### src/rtl/core/stq_pkg.sv
// ---------------------------------------------------------------------------
// stq_pkg
// Types, codes and constants shared by the sorted timer queue modules.
// ---------------------------------------------------------------------------
package stq_pkg;

    localparam int TABLE_DEPTH_DEF = 16;
    localparam int MAX_RESULTS     = 16;
    localparam int ID_W            = 32;
    localparam int TIME_W          = 64;
    localparam int DELAY_W         = 32;
    localparam int OWNER_W         = 8;
    localparam int TAG_W           = 32;
    localparam int WIN_W           = 10;
    localparam logic [WIN_W-1:0] WINDOW_RESET = WIN_W'(8);

    typedef enum logic [1:0] {
        CMD_START = 2'd0,
        CMD_STOP  = 2'd1,
        CMD_QUERY = 2'd2,
        CMD_TICK  = 2'd3
    } cmd_t;

    typedef enum logic [1:0] {
        KIND_START  = 2'd0,
        KIND_STOP   = 2'd1,
        KIND_QUERY  = 2'd2,
        KIND_EXPIRY = 2'd3
    } kind_t;

    typedef enum logic [1:0] {
        ST_OK        = 2'd0,
        ST_NOT_FOUND = 2'd1,
        ST_FULL      = 2'd2
    } status_t;

    // One input item
    typedef struct packed {
        cmd_t               cmd;
        logic [DELAY_W-1:0] delay_ms;
        logic [ID_W-1:0]    timer_id;
        logic [OWNER_W-1:0] owner;
        logic [TAG_W-1:0]   tag;
    } request_t;

    // One result item
    typedef struct packed {
        kind_t              kind;
        status_t            status;
        logic [ID_W-1:0]    result_id;
        logic [OWNER_W-1:0] result_owner;
        logic [TAG_W-1:0]   result_tag;
        logic               running;
        logic               last;
    } result_t;

    // Contents of one table slot
    typedef struct packed {
        logic [ID_W-1:0]    id;
        logic [TIME_W-1:0]  expiry;
        logic [OWNER_W-1:0] owner;
        logic [TAG_W-1:0]   tag;
    } entry_t;

    typedef enum logic [1:0] {
        CELL_HOLD   = 2'd0,
        CELL_INSERT = 2'd1,
        CELL_REMOVE = 2'd2
    } cell_op_t;

    // Broadcast from the controller to every cell
    typedef struct packed {
        cell_op_t        op;
        logic [ID_W-1:0] tid;
        entry_t          ins;
    } cell_ctl_t;

endpackage

### src/rtl/core/stq_cell.sv
// ---------------------------------------------------------------------------
// stq_cell
// One slot of the sorted chain: holds an entry, compares it against the
// broadcast key and id, and takes its own, the new or a neighbour's entry.
// ---------------------------------------------------------------------------
module stq_cell (
    input  logic               clk,
    input  logic               rst_n,
    input  stq_pkg::cell_ctl_t ctl,
    input  logic               rm,
    input  logic               left_gt,
    input  logic               left_valid,
    input  stq_pkg::entry_t    left_entry,
    input  logic               right_valid,
    input  stq_pkg::entry_t    right_entry,
    output stq_pkg::entry_t    entry,
    output logic               valid,
    output logic               gt,
    output logic               match
);

    stq_pkg::entry_t entry_reg;
    logic            valid_reg;

    // empty slots count as later than any key
    assign gt    = !valid_reg || (entry_reg.expiry > ctl.ins.expiry);
    assign match = valid_reg && (entry_reg.id == ctl.tid);
    assign entry = entry_reg;
    assign valid = valid_reg;

    // slot contents
    always_ff @(posedge clk)
    begin
        case (ctl.op)
            stq_pkg::CELL_INSERT:
            begin
                if (left_gt)
                    entry_reg <= left_entry;
                else if (gt)
                    entry_reg <= ctl.ins;
            end
            stq_pkg::CELL_REMOVE:
            begin
                if (rm)
                    entry_reg <= right_entry;
            end
            default:
            begin
                entry_reg <= entry_reg;
            end
        endcase
    end

    // occupancy
    always_ff @(posedge clk or negedge rst_n)
    begin
        if (!rst_n)
            valid_reg <= 1'b0;
        else
        begin
            case (ctl.op)
                stq_pkg::CELL_INSERT:
                begin
                    if (left_gt)
                        valid_reg <= left_valid;
                    else if (gt)
                        valid_reg <= 1'b1;
                end
                stq_pkg::CELL_REMOVE:
                begin
                    if (rm)
                        valid_reg <= right_valid;
                end
                default:
                begin
                    valid_reg <= valid_reg;
                end
            endcase
        end
    end

endmodule

### config.mk
export PLATFORM = sky130hd
export DESIGN_NAME = stq_cell
export DESIGN_NICKNAME = d
export VERILOG_FILES = /design/src/rtl/core/stq_pkg.sv /design/src/rtl/core/stq_cell.sv
export SDC_FILE = /design/constraint.sdc
export NUM_CORES = 1
export LEC_CHECK = 0
export BUFFER_PORTS_ARGS = -buffer_cell sky130_fd_sc_hd__buf_4
export CELL_PAD_IN_SITES_DETAIL_PLACEMENT = 0
export CELL_PAD_IN_SITES_GLOBAL_PLACEMENT = 1
export CORE_AREA = 2 2 231 233
export CTS_BUF_LIST = sky130_fd_sc_hd__clkbuf_4 sky130_fd_sc_hd__clkbuf_8
export CTS_CLUSTER_DIAMETER = 50
export CTS_CLUSTER_SIZE = 10
export DETAILED_ROUTE_END_ITERATION = 10
export DIE_AREA = 0 0 233 235
export MAX_ROUTING_LAYER = met4
export PLACE_DENSITY_LB_ADDON = 0.1
export SETUP_SLACK_MARGIN = 0.15
export SLEW_MARGIN = 20
export SYNTH_ARGS = -nofsm -noshare
export SYNTH_HDL_FRONTEND = slang
export SYNTH_SLANG_ARGS = --single-unit
### constraint.sdc
create_clock -name clk -period 6.9 [get_ports clk]
set_input_delay 1.38 -clock clk [delete_from_list [all_inputs] [get_ports clk]]
set_output_delay 1.38 -clock clk [all_outputs]
set_load 0.05 [all_outputs]
# Word-level counts from Yosys, hierarchy flattened
# Index checks and enable logic that the tools add are counted.
# word_totals
output_inout_bits,139
register_bits,137
elab_cells,24
# classes
n_lt_le_gt_ge,1
n_mux,8
n_reduce_logical,5
n_eq_ne,5
# ops
op,count
136-bit two-way mux,3
136-bit case mux with 2 select lines,1
64-bit greater-than comparator,1
32-bit == test,1
1-bit two-way mux,3
3-bit inequality test (second input constant),1
3-bit AND reduction,1
2-bit by 1-bit == test with 1-bit output (second input constant),1
2-bit == test (second input constant),1
2-bit inequality test (second input constant),1
1-bit case mux with 2 select lines,1
2-bit nonzero test,1
1-bit logical AND,1
1-bit zero test,1
1-bit logical OR,1

# Logic depth before layout (Yosys ltp)
# Gate-level depths: netlist (run 1).
# depth
word_depth,5
depth_mapped,9
depth_no_buf,9

# Worst setup path after synthesis (run 1)
# OpenSTA, ideal clock, no wires.
# synth_timing
path_kind,input to register
from,input port ctl[101] (netlist name)
to,"register entry_reg, in the netlist entry[0] (enable)"
n_path_buf,0
path_slack_ns,-0.505
path_stages,9
required_time_ns,6.373
arrival_time_ns,6.879
path_cell_list,inv_1 > ha_1 > nand4_2 > or4_4 > or4_4 > nor4_2 > a211o_2 > nor4_1 > o21ai_2
# synth_between
elab_chain_cells,4
# synth_rtl
item,line,text
"start, declared",stq_cell.sv:9,"input stq_pkg::cell_ctl_t ctl,"
64-bit greater-than comparator,stq_cell.sv:26,assign gt = !valid_reg || (entry_reg.expiry > ctl.ins.expiry);
1-bit logical OR,stq_cell.sv:26,
3-bit inequality test (no source line),n/a,
3-bit AND reduction (no source line),n/a,
"end signal, assigned",stq_cell.sv:38,entry_reg <= left_entry;
"end signal, assigned",stq_cell.sv:40,entry_reg <= ctl.ins;
"end signal, assigned",stq_cell.sv:45,entry_reg <= right_entry;
"end, declared",stq_cell.sv:22,stq_pkg::entry_t entry_reg;
# No other way between the ends.
# A chain may end at the register's enable or synchronous reset.

# Worst setup path in the final report (run 1)
# layout_timing
from,input port ctl[103] (netlist name)
to,output port gt
# layout_between
elab_chain_cells,2
# layout_rtl
item,line,text
64-bit greater-than comparator,stq_cell.sv:26,
1-bit logical OR,stq_cell.sv:26,
"end, declared",stq_cell.sv:18,"output logic gt,"
# No other way between the ends.

==> results of run 1 <==
## layer usage
layer	track usage, %	wire (µm)	vias up
met4	5.17	732	0
met5	-	0	-
met1	16.7	16300	3841
met2	27.0	21600	308
li1	-	-	4293
met3	6.42	3700	32
## logic make-up (layout without fill, tap and decap cells)
family | after synthesis | in the layout | share of synthesized area (%)
simple gates | 210 | 210 | 10.6
flops | 137 | 137 | 46.2
buf+inv | 110 | 687 | 4.64
fa+ha+maj | 64 | 64 | 9.01
compound gates | 185 | 185 | 10.9
xor+xnor | 32 | 32 | 3.15
other cells | 0 | 5 | 0
mux | 137 | 137 | 15.4
## through the flow
step                setup WS [ps]  cell area [µm²]  std cells  power (W)  hold WS [ps]
finish                       1480            14500       2145    0.00270           599
global route                 1310            14500       2145    0.00286           531
CTS                          1460            14400       2140    0.00278           517
detailed placement           1460            14100       2110    0.00210           972
global placement             1470            14100       2110    0.00210          1010
floorplan                     851             8900        875    0.00164           917
## placed cells by master (no fill, tap or decap), types with 5 or more instances in the layout
| cell | synthesis | final |
|---|---|---|
| nand4_1 | 16 | 16 |
| buf_4 | 0 | 588 |
| inv_1 | 64 | 64 |
| nand3_1 | 12 | 12 |
| nor2_1 | 6 | 6 |
| diode_2 | 0 | 5 |
| edfxtp_1 | 136 | 136 |
| a21oi_1 | 27 | 27 |
| o21ai_0 | 140 | 140 |
| mux2i_1 | 136 | 136 |
| ha_1 | 64 | 64 |
| xnor2_1 | 28 | 28 |
| clkbuf_8 | 0 | 18 |
| nand2_1 | 152 | 152 |
| nor4_1 | 5 | 5 |
## final cells by class
class / instances / area [µm²]
inverters: 64 / 240
clock inverters: 13 / 109
well taps: 688 / 861
fillers: 5679 / 37800
flip-flops and latches: 137 / 4110
clock buffers: 17 / 234
diodes: 5 / 12.5
repair buffers: 593 / 4510
multi-input cells: 628 / 4390
## path summary, 6_finish.rpt
check / from / slack, ps / cells past startpoint / end
setup / recovery: ctl[103] / 1480 / 11 / gt
setup reg to reg: entry[102]$_DFFE_PP_ / 3040 / 9 / entry[5]$_DFFE_PP_
hold / removal: rst_n / 600 / 1 / valid$_DFFE_PN0P_
hold reg to reg: valid$_DFFE_PN0P_ / 950 / 2 / valid$_DFFE_PN0P_
min in group clk: valid$_DFFE_PN0P_ / 950 / 2 / valid$_DFFE_PN0P_
max in group asynchronous: rst_n / 6220 / 1 / valid$_DFFE_PN0P_
## critical path, stage by stage
cell and delay (ps):
buf_4 90, inv_1 40, ha_1 310, nand4_2 150, or4_4 580, or4_4 610
nor4_2 300, a211o_2 140, nor4_1 70, nor2_1 140, buf_4 220
## cells in the mapped netlist (2+ instances only)
library cell    n  area (µm²)
nand2_1       152         571
o21ai_0       140         701
edfxtp_1      136        4080
mux2i_1       136        1360
ha_1           64         801
inv_1          64         240
clkbuf_1       42         158
xnor2_1        28         245
a21oi_1        27         135
nand4_1        16         100
nand3_1        12        60.1
nor2_1          6        22.5
nor4_1          5        31.3
a21o_1          4        30.0
buf_1           4        15.0
xor2_1          4        35.0
a211oi_1        3        22.5
a221oi_1        3        26.3
and4_1          3        26.3
nor2b_1         3        18.8
nor3_1          3        15.0
nand4_2         2        25.0
o21ai_1         2        10.0
or4_4           2        22.5
## power groups by stage
stage	registers [W]	clock network (W)	logic, W
floorplan	0.00137	0	0.000264
global placement	0.00110	0	0.00100
detailed placement	0.00110	0	0.00100
CTS	0.00108	0.000695	0.00100
global route	0.00109	0.000711	0.00106
finish	0.00108	0.000646	0.000980
==> reports/results.tsv, run 1 <==
stage	metric	value	unit
layout	P&R area growth vs syn	62.6	%
drt	residual DRC count	0	
timing	Fin. Hold Viols	0	
pwr	logic gate share of total power	36.2	%
place	hpwl dp	34.8	mm
critical_path	CP Data Arrival Time	4040	ps
floorplan	initial core utilization	17.0	%
floorplan	row count	84	
clock_tree	CTS sink count	137	
layout	layout cell share with drive strength beyond 1	43.5	%
drt	Routed Antenna Nets	0	
global_route	largest net degree at the start of global routing	117	
timing	unrepaired setup endpoints after global routing	false	
clock_tree	CTS tree	built	
floorplan	Die X	233	µm
hold_path	Hold/Removal Path Class	in -> async	
pwr	Sw Ratio	37.2	%
pwr	Seq pwr share	39.9	%
global_route	first-pass GRT wire length	60.3	mm
pwr	Power per Cell Area	187	mW/mm²
timing	fmax	0.185	GHz
yosys	Synth Cell Area	0.00889	mm²
global_route	total global routing overflow	0	
timing	setup_tns	0	ps
floorplan	Die H	235	µm
timing	Pins Over Slew Limit	0	
drt	drt via density	3.95	
pwr	Psw	0.00101	W
timing	Setup violations, final	0	
timing	clk_skew	16.8	ps
yosys	post-synthesis register bit count	137	
yosys	Synth async-reset ratio	0.730	%
clock_tree	number of hold buffers added after cts	0	
clock_tree	CTS H-tree lvls	4	
run_status	status	finished, final reports clean	
pwr	Clock power frac	23.9	%
yosys	synth warn	0	
timing	crit path time final	5420	ps
clock_tree	Clock Latency Late Sink	550	ps
layout	max FFs per register	136	
clock_tree	CTS Buf Count	17	
yosys	EDFF count, synth	136	
run	max-cap check violation count	0	
drt	final WL	42.4	mm
floorplan	core area	0.0522	mm²
critical_path	Crit Path Max Fanout	5	
layout	Finished Core Util	27.7	%
yosys	post-synthesis sequential area ratio	46.2	%
global_route	GRT Total Usage	15.9	%
global_route	vias in the first global route	9261	
pwr	worst vdd ir	0.111	mV
critical_path	Crit. End Element	output port	
drt	drt wl/cell	19.8	µm
global_route	initial antenna violation count	5	
floorplan	IO Pins	587	
yosys	mean area per synthesized cell	10.2	µm²
drt	number of DRC markers in iteration 0	292	
pwr	Int Pwr	0.00170	W
yosys	Post-Synthesis Cells	875	
clock_tree	Clock Path Buffers	2	
clock_tree	post-CTS resize count	0	
drt	Via Count	8474	
clock_tree	post-CTS setup buffer count	0	
yosys	Top FF cell, synth	edfxtp_1	
drt	TritonRoute pass-1 iters	7	
critical_path	CP Class	in -> out	
yosys	Netlist cell types	38	
critical_path	CP Data Required Time	5520	ps
clock_tree	Clock transition at path regs	80	ps
clock_tree	clock root cell	clkbuf_8	
timing	fin crit share	78.5	%
place	Final Wtd Congestion	0.805	
yosys	syn_nets	1387	
place	IO Port Bufs	586	
timing	slew margin rel.	34.4	%
critical_path	Worst Setup Start Kind	input port	
pwr	Pleak	6.67	nW
floorplan	Total Die Area	0.0548	mm²
layout	final net count	1953	
timing	Worst-Margin Slew	982	ps
Power figures use the tool's default switching activity.
==> inputs of run 2 (changes only) <==
--- a/config.mk
+++ b/config.mk
@@ -5,15 +5,16 @@
 export SDC_FILE = /design/constraint.sdc
 export NUM_CORES = 1
 export LEC_CHECK = 0
+export ABC_AREA = 1
 export BUFFER_PORTS_ARGS = -buffer_cell sky130_fd_sc_hd__buf_4
 export CELL_PAD_IN_SITES_DETAIL_PLACEMENT = 0
 export CELL_PAD_IN_SITES_GLOBAL_PLACEMENT = 1
-export CORE_AREA = 2 2 231 233
+export CORE_AREA = 2 2 228 230
 export CTS_BUF_LIST = sky130_fd_sc_hd__clkbuf_4 sky130_fd_sc_hd__clkbuf_8
 export CTS_CLUSTER_DIAMETER = 50
 export CTS_CLUSTER_SIZE = 10
 export DETAILED_ROUTE_END_ITERATION = 10
-export DIE_AREA = 0 0 233 235
+export DIE_AREA = 0 0 230 232
 export MAX_ROUTING_LAYER = met4
 export PLACE_DENSITY_LB_ADDON = 0.1
 export SETUP_SLACK_MARGIN = 0.15
==> constraint.sdc (replaced) <==
create_clock -name clk -period 5.26 [get_ports clk]
set_input_delay 1.052 -clock clk [delete_from_list [all_inputs] [get_ports clk]]
set_output_delay 1.052 -clock clk [all_outputs]
set_load 0.05 [all_outputs]
==> run 2 against run 1 <==
Final cell count up 9.7%. Largest power group unchanged. Utilization up 0.71 points. Clock power up 41%. Global-route usage up 0.92 points. Worst hold slack worse by 330 ps. Synthesized area up 0.28%. Sequential power up 28%. Worst setup slack worse by 270 ps.
==> reports/results.tsv, run 2 <==
stage	metric	value	unit	change
floorplan	IO Pins	587		unchanged
timing	Setup violations, final	0		unchanged
critical_path	RR Endpoint	entry[88]$_DFFE_PP_		
critical_path	r2r setup slk	1850	ps	-1190 ps
yosys	synth warn	0		unchanged
yosys	syn_nets	1615		+16%
timing	Worst-Margin Slew	1030	ps	+46.7 ps
layout	fill cell count	5672		-0.12%
drt	drt via density	4.12		+4.3%
pwr	Pleak	6.85	nW	+2.6%
yosys	mean area per synthesized cell	8.08	µm²	-20%
pwr	worst vdd ir	0.171	mV	+54%
floorplan	Die X	230	µm	-1.3%
critical_path	CP Data Required Time	4210	ps	-1310 ps
critical_path	CP Data Arrival Time	3000	ps	-1040 ps
drt	drt wl/cell	19.0	µm	-3.9%
timing	clk_skew	16.6	ps	-0.130 ps
critical_path	slowest stage delay, CP	620	ps	about the same
clock_tree	CTS Buf Count	17		unchanged
timing	fin crit share	77.0	%	
run_status	status	finished, final reports clean		
clock_tree	CTS H-tree lvls	4		unchanged
yosys	post-synth top area cell	edfxtp_1		
hold_path	Hold/Removal Path Class	in -> async		
floorplan	core area	0.0509	mm²	-2.6%
global_route	initial antenna violation count	3		-2
timing	fmax	0.247	GHz	
layout	max FFs per register	136		unchanged
drt	number of DRC markers in iteration 0	380		+30%
timing	slew margin rel.	31.4	%	-3.0 points
yosys	top-count cell post-synth	nand2_1		
yosys	Synth Cell Area	0.00892	mm²	+0.28%
layout	P&R area growth vs syn	62.0	%	
yosys	Synth async-reset ratio	0.730	%	unchanged
place	IO Port Bufs	586		unchanged
yosys	Post-Synthesis Cells	1103		+26%
run	max-cap check violation count	0		unchanged
critical_path	slowest stage cell, crit path	nor3_1		
timing	Fin. Hold Viols	0		unchanged
timing	hold slack final	274	ps	-325 ps
layout	layout cell share with drive strength beyond 1	38.3	%	-5.1 points
global_route	total global routing overflow	0		unchanged
clock_tree	post-CTS resize count	0		unchanged
yosys	post-synthesis register bit count	137		unchanged
floorplan	row count	83		-1.2%
place	placed cells	2319		+9.9%
critical_path	Crit. End Element	output port		
timing	crit path time final	4050	ps	
drt	residual DRC count	0		unchanged
clock_tree	post-CTS setup buffer count	0		unchanged
clock_tree	Clock Latency Late Sink	550	ps	about the same
yosys	post-synthesis sequential area ratio	46.1	%	-0.13 points
clock_tree	Clock Path Buffers	2		unchanged
yosys	Post-synth top cells	nand2_1 (352), nor2_1 (153), a31oi_1 (136), edfxtp_1 (136), inv_1 (94)		
global_route	vias in the first global route	9747		+5.2%
timing	unrepaired setup endpoints after global routing	false		
critical_path	worst reg2reg path startpoint	entry[55]$_DFFE_PP_		
critical_path	Worst Setup Start Kind	input port		
critical_path	Crit Path Max Fanout	3		-2
layout	commonest non-fill, non-tap cell in the layout	buf_4		
drt	Routed Antenna Nets	0		unchanged
drt	TritonRoute pass-1 iters	5		-2
clock_tree	clock root cell	clkbuf_8		
place	hpwl dp	35.4	mm	+1.6%
floorplan	initial core utilization	17.5	%	+0.50 points
yosys	Synth area leaders	edfxtp_1 (46%), nand2_1 (15%), a31oi_1 (9.5%), ha_1 (9.0%), nor2_1 (6.4%)		
global_route	largest net degree at the start of global routing	101		-14%
timing	Pins Over Slew Limit	0		unchanged
clock_tree	CTS tree	built		
drt	Via Count	9698		+14%
layout	final net count	2170		+11%
clock_tree	Clock transition at path regs	80	ps	about the same
critical_path	crit-path cells	buf_4 -> inv_1 -> ha_1 -> nand2_1 -> nor3_1 -> nand2_1 -> nand2_1 -> nand2_1 -> nand2_1 -> nand2_1 -> nand2_1 -> nand2_1 -> nand2_1 -> buf_4		
drt	final WL	44.7	mm	+5.4%
critical_path	Worst R2R Path Depth	14		+5
floorplan	Die H	232	µm	-1.3%
timing	setup_tns	0	ps	unchanged
yosys	EDFF count, synth	136		unchanged
floorplan	Total Die Area	0.0534	mm²	-2.5%
critical_path	CP Class	in -> out		
timing	setup slack after layout	1210	ps	-273 ps
critical_path	CP dominant cell by count	nand2_1		
place	Final Wtd Congestion	0.885		+9.9%
clock_tree	CTS sink count	137		unchanged
pwr	Power per Cell Area	240	mW/mm²	+28%
yosys	Top FF cell, synth	edfxtp_1		
yosys	Netlist cell types	30		-21%
global_route	GRT Total Usage	16.8	%	+0.92 points
layout	commonest cells after routing, fill and taps aside	buf_4 (593), nand2_1 (351), nor2_1 (153)		
layout	non-filler instance count after layout	2353		+9.7%
global_route	first-pass GRT wire length	63.4	mm	+5.2%
place	pre-CTS setup slack	1030	ps	-427 ps
yosys	Synth top area share	45.8	%	-0.13 points
clock_tree	number of hold buffers added after cts	0		unchanged
## run 2: cell count changes after synthesis, sizes merged, moves of 8 or more
| cell | delta |
|---|---|
| buf | +8 |
| xnor2 | -22 |
| nor2 | +148 |
| a31oi | +136 |
| nand2 | +203 |
| inv | +30 |
| mux2i | -136 |
| nand4 | -13 |
| o21ai | -127 |
## run 2: report_power, final
part           internal [W]  switching [W]
clock              0.000418       0.000492
combinational      0.000467       0.000704
sequential          0.00133      0.0000546
total               0.00221        0.00125
## run 2: per-layer routing
layer / global-route usage, % / wire length, µm
met1: 18.6 / 18000
met2: 28.6 / 22700
met3: 5.71 / 3280
met4: 4.96 / 714
met5: - / 0
## run 2: kinds of logic (layout without fill, tap and decap cells)
group	Yosys count	in the layout	share of synthesized area, %
adders and majority gates	64	64	8.98
xor gates and xnor gates	11	11	1.08
and+or+nand+nor	538	538	23.7
AOI/OAI and AO/OA	199	199	13.5
DFF	137	137	46.1
other	0	3	0
buffers and inverters	154	721	6.62
## run 2: worst max path at each step
stage / from / end / slack [ps] / depth (start not counted)
final: ctl[55] / gt / 1210 / 14
after global routing: ctl[55] / gt / 950 / 14
after global placement: ctl[55] / entry[88]$_DFFE_PP_ / 990 / 16
after detailed placement: ctl[55] / entry[71]$_DFFE_PP_ / 1030 / 16
after CTS: ctl[55] / gt / 1150 / 14
after floorplan: ctl[87] / entry[0]$_DFFE_PP_ / 980 / 12
## run 2: per-stage QoR
step,area [µm²],total power [W],utilization [%]
2_1_floorplan,8920,0.00203,-
3_3_place_gp,14100,0.00260,27.6
3_5_place_dp,14100,0.00260,27.6
4_1_cts,14400,0.00354,28.4
5_1_grt,14400,0.00366,28.4
6_report,14400,0.00346,28.4
## run 2: worst max-delay path, delay by kind of cell
family                   cells  cell delay, ps
adder cells (fa/ha/maj)      1             280
AND/OR/NAND/NOR             10            1280
buffers and inverters        3             350
## run 2: layout make-up
class                           instances  area (µm²)  share of cell area (%)
Timing Repair Buffer                  596        4510                    31.2
Multi-Input combinational cell        812        4240                    29.3
Sequential cell                       137        4110                    28.4
Tap cell                              680         851                    5.89
Inverter                               94         355                    2.46
Clock buffer                           18         241                    1.67
Clock inverter                         13         130                   0.901
Antenna cell                            3        7.51                  0.0520
